[src/design/elcsr_pkg.sv]
package elcsr_pkg;

  localparam int DATA_W = 16;
  localparam int OP_W   = 3;

  // access and event codes
  typedef enum logic [OP_W-1:0] {
    OP_PTR_WR  = 3'd0,
    OP_PTR_RD  = 3'd1,
    OP_CSR_WR  = 3'd2,
    OP_CSR_RD  = 3'd3,
    OP_TX_DONE = 3'd4,
    OP_RX_DONE = 3'd5,
    OP_TICK    = 3'd6
  } op_t;

  // CSR0 bit positions
  localparam int BIT_ERR  = 15;
  localparam int BIT_BABL = 14;
  localparam int BIT_CERR = 13;
  localparam int BIT_MISS = 12;
  localparam int BIT_MERR = 11;
  localparam int BIT_RINT = 10;
  localparam int BIT_TINT = 9;
  localparam int BIT_IDON = 8;
  localparam int BIT_INTR = 7;
  localparam int BIT_INEA = 6;
  localparam int BIT_RXON = 5;
  localparam int BIT_TXON = 4;
  localparam int BIT_TDMD = 3;
  localparam int BIT_STOP = 2;
  localparam int BIT_STRT = 1;
  localparam int BIT_INIT = 0;

  // mode word bits
  localparam int MODE_DTX_BIT = 1;
  localparam int MODE_DRX_BIT = 0;

  localparam logic [DATA_W-1:0] CSR0_RESET     = 16'h0004;
  localparam logic [DATA_W-1:0] ERR_SRC_MASK   = 16'h7800;
  localparam logic [DATA_W-1:0] INTR_SRC_MASK  = 16'h5F00;
  localparam logic [DATA_W-1:0] W1C_MASK       = 16'h7F00;
  localparam logic [DATA_W-1:0] STOP_CLR_MASK  = 16'hFFF8;

  typedef struct packed {
    logic [OP_W-1:0]   operation;
    logic [DATA_W-1:0] write_data;
  } item_t;

  typedef struct packed {
    logic [DATA_W-1:0] read_data;
    logic              irq;
  } result_t;

  // pending INIT, summary bits, MERR and STOP handling
  function automatic logic [DATA_W-1:0] status_fixup(logic [DATA_W-1:0] s_in,
                                                     logic [DATA_W-1:0] mode);
    logic [DATA_W-1:0] s;
    s = s_in;
    if (s[BIT_INIT]) begin
      s[BIT_TXON] = ~mode[MODE_DTX_BIT];
      s[BIT_RXON] = ~mode[MODE_DRX_BIT];
      s[BIT_IDON] = 1'b1;
      s[BIT_INIT] = 1'b0;
    end
    s[BIT_ERR]  = |(s & ERR_SRC_MASK);
    s[BIT_INTR] = |(s & INTR_SRC_MASK);
    if (s[BIT_MERR]) begin
      s[BIT_RXON] = 1'b0;
      s[BIT_TXON] = 1'b0;
    end
    if (s[BIT_STOP]) begin
      s = s & ~STOP_CLR_MASK;
    end
    return s;
  endfunction

  // bus write to CSR0
  function automatic logic [DATA_W-1:0] status_write(logic [DATA_W-1:0] s_in,
                                                     logic [DATA_W-1:0] x);
    logic [DATA_W-1:0] s;
    s = s_in & ~(x & W1C_MASK);
    if (x[BIT_TDMD]) begin
      s[BIT_TDMD] = 1'b1;
    end
    if (x[BIT_STRT]) begin
      s[BIT_STRT] = 1'b1;
      s[BIT_STOP] = 1'b0;
    end
    if (x[BIT_INIT]) begin
      s[BIT_INIT] = 1'b1;
      s[BIT_STOP] = 1'b0;
    end
    if (x[BIT_STOP]) begin
      s[BIT_STOP] = 1'b1;
      s[BIT_STRT] = 1'b0;
      s[BIT_INIT] = 1'b0;
    end
    s[BIT_INEA] = x[BIT_INEA];
    return s;
  endfunction

endpackage

[src/design/ethernet_controller_csr_block_top.sv]
// Ethernet controller CSR block, CSR0..CSR3 plus register pointer.
// Data path: a request beat is held in the input register, then its result
// in the result register. Throughput: one beat per cycle while out_ready is
// high; the CSR update is one pass of logic between the two registers.
// Reset (rst_n, synchronous, active low): CSR0 = STOP only, CSR1..3, pointer
// and mode word cleared, both channels empty.
module ethernet_controller_csr_block_top
  import elcsr_pkg::*;
#(
  parameter int NUM_CSRS = 4
) (
  input  logic              clk,
  input  logic              rst_n,
  // configuration: mode word of the init block
  input  logic              cfg_wr_en,
  input  logic [DATA_W-1:0] cfg_wr_data,
  // request beats
  input  logic              in_valid,
  output logic              in_ready,
  input  logic [OP_W-1:0]   in_operation,
  input  logic [DATA_W-1:0] in_write_data,
  // result beats
  output logic              out_valid,
  input  logic              out_ready,
  output logic [DATA_W-1:0] out_read_data,
  output logic              out_irq
);

  logic    item_valid;
  item_t   item;
  logic    can_load;
  logic    fire;
  result_t result;

  // an item leaves the input register when the result register has room;
  // the CSR state commits at that same edge
  assign fire = item_valid & can_load;

  elcsr_in_stage u_in (
    .clk           (clk),
    .rst_n         (rst_n),
    .in_valid      (in_valid),
    .in_ready      (in_ready),
    .in_operation  (in_operation),
    .in_write_data (in_write_data),
    .advance       (fire),
    .item_valid    (item_valid),
    .item          (item)
  );

  // CSR state, fix-up before and after the access, read mux, irq
  elcsr_regs #(
    .NUM_CSRS (NUM_CSRS)
  ) u_regs (
    .clk         (clk),
    .rst_n       (rst_n),
    .cfg_wr_en   (cfg_wr_en),
    .cfg_wr_data (cfg_wr_data),
    .fire        (fire),
    .item        (item),
    .result      (result)
  );

  // result register; holds a stalled beat while the next item waits upstream
  elcsr_out_stage u_out (
    .clk           (clk),
    .rst_n         (rst_n),
    .load          (fire),
    .result        (result),
    .can_load      (can_load),
    .out_valid     (out_valid),
    .out_ready     (out_ready),
    .out_read_data (out_read_data),
    .out_irq       (out_irq)
  );

endmodule

[src/design/elcsr_in_stage.sv]
module elcsr_in_stage
  import elcsr_pkg::*;
(
  input  logic              clk,
  input  logic              rst_n,
  input  logic              in_valid,
  output logic              in_ready,
  input  logic [OP_W-1:0]   in_operation,
  input  logic [DATA_W-1:0] in_write_data,
  input  logic              advance,
  output logic              item_valid,
  output item_t             item
);

  logic  valid_r;
  item_t item_r;

  assign in_ready   = ~valid_r | advance;
  assign item_valid = valid_r;
  assign item       = item_r;

  always_ff @(posedge clk) begin
    if (!rst_n) begin
      valid_r <= 1'b0;
    end else if (in_ready) begin
      valid_r <= in_valid;
    end
  end

  always_ff @(posedge clk) begin
    if (in_valid && in_ready) begin
      item_r.operation  <= in_operation;
      item_r.write_data <= in_write_data;
    end
  end

endmodule

[src/design/elcsr_regs.sv]
module elcsr_regs
  import elcsr_pkg::*;
#(
  parameter int NUM_CSRS = 4
) (
  input  logic              clk,
  input  logic              rst_n,
  input  logic              cfg_wr_en,
  input  logic [DATA_W-1:0] cfg_wr_data,
  input  logic              fire,
  input  item_t             item,
  output result_t           result
);

  localparam int PTR_W   = $clog2(NUM_CSRS);
  localparam int AUX_N   = NUM_CSRS - 1;
  localparam int AUX_W   = $clog2(AUX_N);

  logic [DATA_W-1:0] mode_r;
  logic [DATA_W-1:0] status_r, status_nxt;
  logic [DATA_W-1:0] aux_r   [AUX_N];
  logic [DATA_W-1:0] aux_nxt [AUX_N];
  logic [PTR_W-1:0]  ptr_r, ptr_nxt;

  logic [DATA_W-1:0] s_pre;
  logic [DATA_W-1:0] s_mid;
  logic [PTR_W-1:0]  aux_sel;
  logic [AUX_W-1:0]  aux_idx;
  logic [DATA_W-1:0] rd;

  assign aux_sel = ptr_r - PTR_W'(1);
  assign aux_idx = aux_sel[AUX_W-1:0];

  always_comb begin
    s_pre   = status_fixup(status_r, mode_r);
    s_mid   = s_pre;
    aux_nxt = aux_r;
    ptr_nxt = ptr_r;
    rd      = '0;
    case (item.operation)
      OP_PTR_WR: ptr_nxt = item.write_data[PTR_W-1:0];
      OP_PTR_RD: rd = {{(DATA_W-PTR_W){1'b0}}, ptr_r};
      OP_CSR_WR: begin
        if (ptr_r == '0) begin
          s_mid = status_write(s_pre, item.write_data);
        end else begin
          aux_nxt[aux_idx] = item.write_data;
        end
      end
      OP_CSR_RD: rd = (ptr_r == '0) ? s_pre : aux_r[aux_idx];
      OP_TX_DONE: begin
        if (s_pre[BIT_TXON]) begin
          s_mid[BIT_TINT] = 1'b1;
        end
      end
      OP_RX_DONE: begin
        if (s_pre[BIT_RXON]) begin
          s_mid[BIT_RINT] = 1'b1;
        end
      end
      default: ;  // tick and unused code: fix-up only
    endcase
    status_nxt       = status_fixup(s_mid, mode_r);
    result.read_data = rd;
    result.irq       = status_nxt[BIT_INTR] & status_nxt[BIT_INEA];
  end

  always_ff @(posedge clk) begin
    if (!rst_n) begin
      mode_r   <= '0;
      status_r <= CSR0_RESET;
      ptr_r    <= '0;
      for (int i = 0; i < AUX_N; i++) begin
        aux_r[i] <= '0;
      end
    end else begin
      if (cfg_wr_en) begin
        mode_r <= cfg_wr_data;
      end
      if (fire) begin
        status_r <= status_nxt;
        ptr_r    <= ptr_nxt;
        aux_r    <= aux_nxt;
      end
    end
  end

endmodule

[src/design/elcsr_out_stage.sv]
module elcsr_out_stage
  import elcsr_pkg::*;
(
  input  logic              clk,
  input  logic              rst_n,
  input  logic              load,
  input  result_t           result,
  output logic              can_load,
  output logic              out_valid,
  input  logic              out_ready,
  output logic [DATA_W-1:0] out_read_data,
  output logic              out_irq
);

  logic    valid_r;
  result_t result_r;

  assign can_load      = ~valid_r | out_ready;
  assign out_valid     = valid_r;
  assign out_read_data = result_r.read_data;
  assign out_irq       = result_r.irq;

  always_ff @(posedge clk) begin
    if (!rst_n) begin
      valid_r <= 1'b0;
    end else if (can_load) begin
      valid_r <= load;
    end
  end

  always_ff @(posedge clk) begin
    if (load) begin
      result_r <= result;
    end
  end

endmodule

[config.mk]
export PLATFORM = sky130hd
export DESIGN_NAME = ethernet_controller_csr_block_top
export DESIGN_NICKNAME = d
export VERILOG_FILES = /design/src/design/elcsr_pkg.sv /design/src/design/ethernet_controller_csr_block_top.sv /design/src/design/elcsr_in_stage.sv /design/src/design/elcsr_regs.sv /design/src/design/elcsr_out_stage.sv
export SDC_FILE = /design/constraint.sdc
export NUM_CORES = 1
export LEC_CHECK = 0
export ABC_AREA = 1
export BUFFER_PORTS_ARGS = -buffer_cell sky130_fd_sc_hd__buf_2
export CAP_MARGIN = 5
export CORE_ASPECT_RATIO = 2
export CORE_MARGIN = 3
export CORE_UTILIZATION = 25
export DETAILED_ROUTE_END_ITERATION = 16
export HOLD_SLACK_MARGIN = 0.05
export PLACE_DENSITY_LB_ADDON = 0.3
export SLEW_MARGIN = 20
export SYNTH_ARGS = -nofsm -noshare
export SYNTH_HDL_FRONTEND = slang
export SYNTH_SLANG_ARGS = --single-unit
[constraint.sdc]
create_clock -name clk -period 1.95 [get_ports clk]
set_input_delay 0.39 -clock clk [delete_from_list [all_inputs] [get_ports clk]]
set_output_delay 0.39 -clock clk [all_outputs]
set_load 0.1 [all_outputs]
==> impl_metrics.yaml <==
route:
  wl_microns: 12000
  vias: 3647
  route.detailed.wl_per_inst_microns: 15.4
  drtPass1Iterations: 4
  viasPerCell: 4.69
  drt_iter0_drc: 218
  drc_errors: 0
  ant_nets: 0
synth:
  syn_inst: 516
  ys_types: 34
  netlist_top_cells_area: "dfxtp_1, edfxtp_1, o21ai_0"
  synth_seq_area_share_pct: 54.9
  synth_nets: 560
  synth_area_leader_cell: "dfxtp_1"
  syn_area_sq_um: 4410
  synth_top_area_share_pct: 30.4
  ys_ff_latch: 103
  yosysWarnings: 0
  avgSynthCellArea_sq_um: 8.55
power_and_ir_drop:
  combPwrFrac_pct: 7.7
  power_switching_mw: 1.18
  internal-power_mw: 3.25
  p_total_mw: 4.43
  powerDensity_nw_per_um2: 844
  ir_drop_mv: 0.356
  switching_share_pct: 26.6
  pwr-share-seq_pct: 52.0
  p_leak_nw: 2.06
  power_frac_clock_pct: 40.3
clock_tree:
  cts_max_level: 3
  cts_setup_buffers: 0
  numCtsBuffers: 9
  root_buffer: "clkbuf_16"
  clock-sinks: 103
  cts-resized-gates: 0
  clkTransAtPathRegs_ns: 0.07
  tritoncts: "built"
  clock_latency_ns: 0.36
  clk_path_buf_depth: 2
  ctsHoldBuffers: 0
sta:
  max_freq_mhz: 557
  finalMaxSlewViolations: 0
  finalHoldViolCount: 0
  fin_crit_ns: 1.80
  worstMarginPinSlew_ns: 0.495
  clock_skew_ns: 0.00836
  rsz0062_at_grt: "false"
  setup-tns-final_ns: 0
  fin_crit_sh_pct: 92.1
  setup_viol: 0
  slew_headroom_pct: 67.2
setup_path:
  r2r_start: "u_in.item[16]$_DFFE_PP_"
  cp-startpoint: "u_in.item[16]$_DFFE_PP_"
  cp_num_buf_inv: 2
  path_delay_family: "simple AND/OR/NAND/NOR gates"
  cp.arrival_ns: 2.08
  cp_common_cell: "nand3_1"
  crit_chain: "inv_2 > nand2_2 > nor2_4 > nand3_1 > a21oi_4 > buf_4 > nand3_1 > a21oi_1"
  slowest_delay_ns: 0.49
  crit_fanout: 6
  cp-end-kind: "flip-flop"
  critical_path_required_ns: 2.23
  slowest_stage: "edfxtp_1"
  startpoint_type: "flip-flop"
  r2r_slack_ns: 0.15
  crit_type: "reg -> reg"
die:
  io_pins: 59
  chipHeight_microns: 194
  core_sq_um: 17300
  design.die.area_sq_um: 19400
  rows: 68
  fp.dieW_microns: 99.9
  start_util_pct: 25.5
final_layout:
  fin_nets: 607
  n_antenna_cell: 0
  fin_area_sq_um: 5240
  areaGrowthSynthToFinish_pct: 18.9
  fillers: 1813
  drive_above_1_share_pct: 18.3
place:
  placed_area_sq_um: 4940
  gp_congestion: 0.897
  port_buffers: 44
  dpl.hpwl_microns: 9110
run_status:
  outcome: "completed"
flow_run:
  maxCapViolations: 0
grt:
  track_usage_pct: 12.9
  grt_pass1_wl_microns: 19300
  grt_max_degree: 54
  grt_pass1_vias: 3685
  antenna_found_initial: 0
  overflow: 0
min_path:
  hp-class: "in -> reg"
  holdCritStartpoint: "in_write_data[11]"
-- registers in the layout, indices dropped and copies added (netlist names) --
register             cells
u_in.item               19
u_in.item_valid          1
u_out.out_irq            1
u_out.out_read_data     16
u_out.out_valid          1
u_regs.aux_r            48
u_regs.mode_r            2
u_regs.ptr_r             2
u_regs.status_r         13
-- metal layers --
layer  track usage [%]  vias to the layer above  part of all wire [%]
met3              2.20                       32                   2.6
met1              13.1                     1702                    36
met5                 0                        -                     0
met4              8.16                        0                   5.0
met2              23.6                       68                    56
li1                  -                     1845                     -
-- final timing paths --
kind	to	cells after the start
setup reg to reg	u_regs.status_r[9]$_SDFFE_PN0P_	8
hold / removal	u_in.item[11]$_DFFE_PP_	1
setup / recovery	u_regs.status_r[9]$_SDFFE_PN0P_	8
hold reg to reg	u_regs.aux_r[36]$_SDFFE_PN0P_	2
-- metrics by stage --
step | worst slack, ns | std cells | util (%) | hold slack [ns]
floorplan | 0.00964 | 516 | - | 0.430
global placement | 0.137 | 762 | 28.6 | 0.443
detailed placement | 0.0736 | 762 | 28.6 | 0.447
CTS | 0.0486 | 778 | 30.3 | 0.191
global route | 0.0374 | 778 | 30.4 | 0.191
finish | 0.155 | 778 | 30.4 | 0.206
-- cells in the final DEF, fill, tap and decap left out, types with 3 or more instances in the layout --
master,netlist,final
nor2_1,98,98
o21ai_0,75,75
dfxtp_1,67,66
a21oi_1,48,48
nand2_1,47,47
buf_2,8,44
edfxtp_1,36,36
inv_1,35,35
nand3_1,22,21
buf_4,5,20
a31oi_1,12,12
o21ai_1,9,9
clkbuf_16,0,9
inv_2,6,6
nor2_4,4,4
a221oi_1,6,4
nand4_1,3,3
ha_1,4,3
inv_8,0,3
inv_4,0,3
-- logic make-up (layout without fill, tap and decap cells) --
logic type	count (synthesis)	count (layout)	share of synthesized area, %
buffers and inverters	70	122	6.78
AO/OA/AOI/OAI	155	155	19.0
adder cells (fa/ha/maj)	4	4	1.13
flip-flops	103	103	54.9
AND/OR/NAND/NOR	184	184	18.2
-- power by group through the flow --
stage | Combinational [mW] | Sequential (mW) | Clock (mW)
detailed placement | 0.343 | 2.35 | 0
floorplan | 0.134 | 2.44 | 0
global placement | 0.338 | 2.35 | 0
global route | 0.368 | 2.31 | 1.92
finish | 0.340 | 2.30 | 1.78
CTS | 0.344 | 2.30 | 1.84
-- Yosys cell counts, drive strengths merged --
library cell	count
a211oi	1
a21oi	49
a221oi	6
a31o	1
a31oi	12
buf	16
clkbuf	13
dfxtp	67
edfxtp	36
ha	4
inv	41
nand2	48
nand3	24
nand4	3
nor2	103
nor3	3
nor4	1
o211ai	1
o21ai	84
o31ai	1
or2	2
-- layout make-up --
cell class	count	area [sq um]	area share, %
flip-flops and latches	103	2420	46.2
well taps	210	263	5.01
repair buffers	65	390	7.44
multi-input cells	343	1730	32.9
clock inverters	7	61.3	1.17
clock buffers	9	225	4.29
inverters	41	154	2.93
No activity file was read; power rests on OpenSTA's default activity.
